File: config.mk
export PLATFORM = sky130hd
export DESIGN_NAME = mpool_ctrl
export DESIGN_NICKNAME = d
export VERILOG_FILES = /design/src/sv/mpool_pkg.sv /design/src/sv/mpool_ctrl.sv
export SDC_FILE = /design/constraint.sdc
export NUM_CORES = 1
export LEC_CHECK = 0
export ABC_AREA = 1
export BUFFER_PORTS_ARGS = -buffer_cell sky130_fd_sc_hd__buf_4
export CORE_AREA = 2 2 39 41
export CTS_CLUSTER_SIZE = 28
export DETAILED_ROUTE_END_ITERATION = 8
export DIE_AREA = 0 0 41 43
export GPL_TIMING_DRIVEN = 0
export PLACE_DENSITY = 0.44
export SLEW_MARGIN = 30
export SYNTH_ARGS = -nofsm -noshare
export SYNTH_HDL_FRONTEND = slang
export SYNTH_SLANG_ARGS = --single-unit
File: constraint.sdc
create_clock -name clk -period 1.4 [get_ports clk]
set_clock_uncertainty 0.15 [all_clocks]
set_input_delay 0.07 -clock clk [delete_from_list [all_inputs] [get_ports clk]]
set_output_delay 0.07 -clock clk [all_outputs]
set_load 0.01 [all_outputs]
File: src/sv/mpool_pkg.sv
`timescale 1ns / 1ps

package mpool_pkg;

    localparam int MaxWidth   = 1024;
    localparam int MaxKernel  = 8;
    localparam int MaxHeight  = 4096;
    localparam int MaxResults = 25;
    localparam int StoreDepth = MaxKernel * MaxWidth;

    localparam int SampleBits = 16;
    localparam int RowBits    = 13;
    localparam int ColBits    = 11;
    localparam int InRowBits  = 12;
    localparam int InColBits  = 10;
    localparam int KBits      = 4;
    localparam int PadBits    = 3;
    localparam int CntBits    = 5;
    localparam int AddrBits   = $clog2(StoreDepth);
    localparam int LaneBits   = $clog2(MaxKernel);

    // register indexes of the configuration port
    typedef enum logic [2:0] {
        REG_HEIGHT   = 3'd0,
        REG_WIDTH    = 3'd1,
        REG_KHEIGHT  = 3'd2,
        REG_KWIDTH   = 3'd3,
        REG_SROWS    = 3'd4,
        REG_SCOLS    = 3'd5,
        REG_PROWS    = 3'd6,
        REG_PCOLS    = 3'd7
    } reg_idx_t;

    typedef logic signed [18:0] coord_t;
    typedef logic signed [SampleBits-1:0] sample_t;

    localparam sample_t SampleMin = {1'b1, {(SampleBits-1){1'b0}}};

    // effective (clamped) geometry
    typedef struct packed {
        logic [RowBits-1:0] h;
        logic [ColBits-1:0] w;
        logic [KBits-1:0]   kh;
        logic [KBits-1:0]   kw;
        logic [KBits-1:0]   sr;
        logic [KBits-1:0]   sc;
        logic [PadBits-1:0] pr;
        logic [PadBits-1:0] pc;
    } geom_t;

    typedef struct packed {
        logic accept;     // store sample, clear burst count
        logic calc;       // register window origin products
        logic row_adv;    // move to next output row
        logic scan_init;  // latch window bounds, reset maximum
        logic scan_step;  // issue one store read
        logic out_done;   // result transferred
        logic finish;     // update input counters
    } cmd_t;

    typedef struct packed {
        logic stop;
        logic col_bad;
        logic not_due;
        logic empty;
        logic scan_last;
    } sts_t;

endpackage

File: src/sv/mpool_ctrl.sv
`timescale 1ns / 1ps

module mpool_ctrl (
    input  logic            clk,
    input  logic            rst_n,
    input  logic            in_valid,
    output logic            in_ready,
    output logic            out_valid,
    input  logic            out_ready,
    input  mpool_pkg::sts_t sts,
    output mpool_pkg::cmd_t cmd
);
    import mpool_pkg::*;

    typedef enum logic [2:0] {
        S_IDLE,
        S_CALC,
        S_EVAL,
        S_SCAN,
        S_DRAIN,
        S_OUT,
        S_DONE
    } state_t;

    state_t state_reg, state_next;

    assign in_ready  = (state_reg == S_IDLE);
    assign out_valid = (state_reg == S_OUT);

    always_comb
    begin
        state_next = state_reg;
        cmd        = '0;
        case (state_reg)
            S_IDLE:
            begin
                if (in_valid)
                begin
                    cmd.accept = 1'b1;
                    state_next = S_CALC;
                end
            end
            S_CALC:
            begin
                cmd.calc   = 1'b1;
                state_next = S_EVAL;
            end
            S_EVAL:
            begin
                if (sts.stop)
                    state_next = S_DONE;
                else if (sts.col_bad)
                begin
                    cmd.row_adv = 1'b1;
                    state_next  = S_CALC;
                end
                else if (sts.not_due)
                    state_next = S_DONE;
                else
                begin
                    cmd.scan_init = 1'b1;
                    state_next    = sts.empty ? S_OUT : S_SCAN;
                end
            end
            S_SCAN:
            begin
                cmd.scan_step = 1'b1;
                if (sts.scan_last)
                    state_next = S_DRAIN;
            end
            S_DRAIN:
                state_next = S_OUT;
            S_OUT:
            begin
                if (out_ready)
                begin
                    cmd.out_done = 1'b1;
                    state_next   = S_CALC;
                end
            end
            S_DONE:
            begin
                cmd.finish = 1'b1;
                state_next = S_IDLE;
            end
            default:
                state_next = S_IDLE;
        endcase
    end

    always_ff @(posedge clk or negedge rst_n)
    begin
        if (!rst_n)
            state_reg <= S_IDLE;
        else
            state_reg <= state_next;
    end

endmodule

; Yosys cells after proc, flatten, opt, wreduce, memory -nomap -nowiden
; Index checks and enable logic that the tools add are counted.
[word_totals]
regBits = 3
in_bits = 9
[op_classes]
eq_ne = 9
reduce_logical = 2
muxes = 20
[ops]
columns = cell, count
row1 = 2-to-1 mux 3 bit, 7
row2 = one-hot mux 3 bit (6 select lines), 1
row3 = 2-to-1 mux 1 bit, 10
row4 = "equality test 3 bit, second input constant", 3
row5 = "equality test 3 x 2 -> 1 bit, second input constant", 2
row6 = 2-to-1 mux 2 bit, 2
row7 = "!= test 2 bit, second input constant", 2
row8 = "equality test 3 x 1 -> 1 bit, second input constant", 1
row9 = zero test 3 bit, 1
row10 = AND reduction 3 bit, 1
row11 = "!= test 2 x 1 -> 1 bit, second input constant", 1

; Depth between registers and ports, before layout
[logic_depth]
ltp_word = 5
ltp_mapped = 8

; Worst setup path before layout
; No wires, ideal clock.
[synth_path]
path_type = flip-flop to output port
startpoint = reg state_reg[0]
endpoint = out cmd[3] (netlist name)
stages_incl_launch_ff = 5
t_arrival_ps = 1030
slack_ps = 150
cell_sequence = dfrtp_1 -> buf_4 -> nor2_1 -> nand2_1 -> nor4_1
[synth_rtl]
columns = item, line_no
row1 = from (decl), mpool_ctrl.sv:25  ; state_t state_reg, state_next;
row2 = from (signal assigned), mpool_ctrl.sv:96  ; state_reg <= state_next;
row3 = to (decl), mpool_ctrl.sv:11  ; output mpool_pkg::cmd_t cmd

==> results.md <==
- Outcome: completed
- Avg Inst Size Synth: about 5.4 um2
- Top-level port count: 18
- Minimum clock period: roughly 1.4 ns
- Cell count after synthesis: 55
- IO Port Bufs: 17
- Critical path buffers and inverters: 2
- Share of cells above drive strength 1: between 40% and 50%
- Count leader, synth: nand2_1
- Largest net degree at the start of global routing: 7
- Crit-path max cell delay: between 0.4 and 0.5 ns
- Worst ir drop on vdd: about 0.67 mV
- Hold Vio Cnt, Final: 0
- Clock transition at the registers of the reported paths: about 0.040 ns
- Peak Freq: 721.4 MHz
- Cell Rows: 14
- EDFF count, synth: 0
- Met1 GRT Util: 13.23%
- Asr flop ratio synth: 100.0%
- Via Count: about 400
- RSZ-0062 raised after global routing: yes
- Worst-Margin Slew: approximately 0.19 ns
- DRC viols: 0
- Die W: 41 um
- Initial Util: a little over a fifth
- List of most frequent post-synthesis cells: nand2_1, inv_1, nor2_1
- Setup Viol. Count Final: 0
- Via/cell ratio: about 4
- Crit share post-route: 99.02%
- Syn_nets: 64
- Syn Std Cell Area: between 200 and 300 um2
- Crit end category: output pin
- CP cell instances: buf_4 > nor3_1 > buf_4
- Detailed router's first-iteration violation count: 3
- Largest register FFs: 3
- Number of global-route vias before repair: ~330
- Max-Cap Viols: 0
- Max-slew headroom: 86.95%
- Post-Route WL: 805 um
- Critical path class: flip-flop to output pin
- Ys flop type: dfrtp_1
- CP most frequent cell: buf_4
- Setup ws final: between 0.01 and 0.015 ns
- Detailed Place HPWL: around 600 um
- Reg area: 78.83 um2
- CP Max Fanout: 6
- Area of the multi-input gates: ~190 um2
- Die area: around 0.0018 mm2
- Met2 Use GR: about 16%
- Critical Path AT: approximately 1.2 ns
- Clock sinks: 3
- Hold WC Path Type: primary input to flip-flop
- Nets: 90
- Chip height: about 43 um
- Top cell type's share of synthesized area: between 20 and 30%
- Pins Over Slew Limit: 0
- CTS tree: yes
- Max stage delay cell, worst path: dfrtp_2
- YS warnings: 0
- WHS: 0.01151 ns
- Clk_lat worst skew: approximately 0.23 ns
- Diodes inserted: 0
- Htree depth: 1
- Core Area: between 0.001 and 0.0015 mm2
- P per Cell Area: around 1800 mW/mm2
- FF+latch count, synth: 3
- Router iterations before antenna repair: 3
- Routed Antenna Nets: 0
- Cts bufs inserted: 3
- Startpoint type of the worst setup path: flip-flop
- DR WL/cell: 8.385 um
- Routability cong.: approximately 0.64
- Initial antenna violation count: 0
- Root Driver: clkbuf_4
- Gr busiest metal: met2
- First-pass GRT wire length: ~1300 um
- # fillers: ~160
- Worst EP required: 1.18 ns
- Crit-path leading delay family: flip-flops
- Met3 Use GR: roughly 8%
- Cell taking the most area after synthesis: dfrtp_1
- Synth unique cells: 15
- Clock Path Buffers: 2
- Synth-to-Final Area Change: 80.25%
- Global route overflow: 0
- Pre-CTS WS: between 0.1 and 0.15 ns
- Global-route usage over all layers: between 10% and 20%
- Ranking of synthesized cells by area: dfrtp_1, nand2_1, inv_1
- Sequential fraction of the synthesis area: around a quarter
- Leakage: slightly above 0.3 nW
[placed cells by master, fill, tap and decap left out, drive strengths merged]
cell and count:
nand3b 1, clkbuf 4, nand3 4, nor2 11, buf 20, nand2 15
a21oi 2, dlygate4sd3 2, dfrtp 3, nor4 1, inv 12, nor3 2
o21ai 2, clkinv 1
[path summary, 6_finish.rpt]
| path | startpoint | endpoint | slack (ns) | cells past startpoint |
|---|---|---|---|---|
| worst max-delay path | state_reg[0]$_DFFE_PN0P_ | cmd[0] | 0.01 | 3 |
| worst min-delay path | sts[0] | state_reg[1]$_DFFE_PN0P_ | 0.01 | 4 |
| worst max register to register | state_reg[0]$_DFFE_PN0P_ | state_reg[2]$_DFFE_PN0P_ | 0.13 | 8 |
| worst min register to register | state_reg[1]$_DFFE_PN0P_ | state_reg[0]$_DFFE_PN0P_ | 0.53 | 3 |
| max in group asynchronous | rst_n | state_reg[1]$_DFFE_PN0P_ | 0.98 | 2 |
| min in group asynchronous | rst_n | state_reg[0]$_DFFE_PN0P_ | 0.02 | 2 |
[stage by stage]
stage,utilization [%],setup TNS (ns),cells,area [um2],total power [mW]
after global routing,38.79,-0.05925,96,536.8,1.046
final,38.79,0,96,536.8,0.9419
after detailed placement,32.19,0,88,445.4,0.7041
after CTS,37.07,-0.05943,95,513.0,0.9143
after floorplan,-,0,55,297.8,0.5154
after global placement,32.19,0,88,445.4,0.7144
[routing by layer]
layer	share of wire [%]	wire, um
met1	44	352
met2	50	400
met3	6.5	52
met4	0	0
met5	0	0
[layout make-up]
cell class	count	share of cell area, %
Multi-Input combinational cell	38	35.43
Timing Repair Buffer	22	31.70
Sequential cell	3	14.69
Inverter	13	9.557
Clock buffer	4	4.895
Tap cell	16	3.730
[worst min-delay path: cells and delay by family]
family                 cells  cell delay (ns)
and+or+nand+nor            2             0.16
buffers and inverters      2             0.11
[where the power goes]
part	switching [mW]	internal [mW]	total [mW]
logic	0.321	0.278	0.599
clock network	0.0443	0.107	0.151
registers	0.0545	0.138	0.192
[kinds of logic after synthesis]
group | after synthesis | share of synthesized area, %
AND/OR/NAND/NOR | 34 | 49.16
buffers and inverters | 14 | 18.91
AO/OA/AOI/OAI | 4 | 6.720
flip-flops | 3 | 25.21
[what timing repair did]
| action | in CTS | in global routing |
|---|---|---|
| pin swaps | 1 | 1 |
| hold buffers | 2 | 0 |
| buffers inserted | 2 | 1 |
| hold endpoints to repair | 4 | 0 |
| resized for setup | 5 | 5 |
| endpoints found under the setup margin | 2 | 8 |
Note: power is estimated with default switching activity, not from simulation.
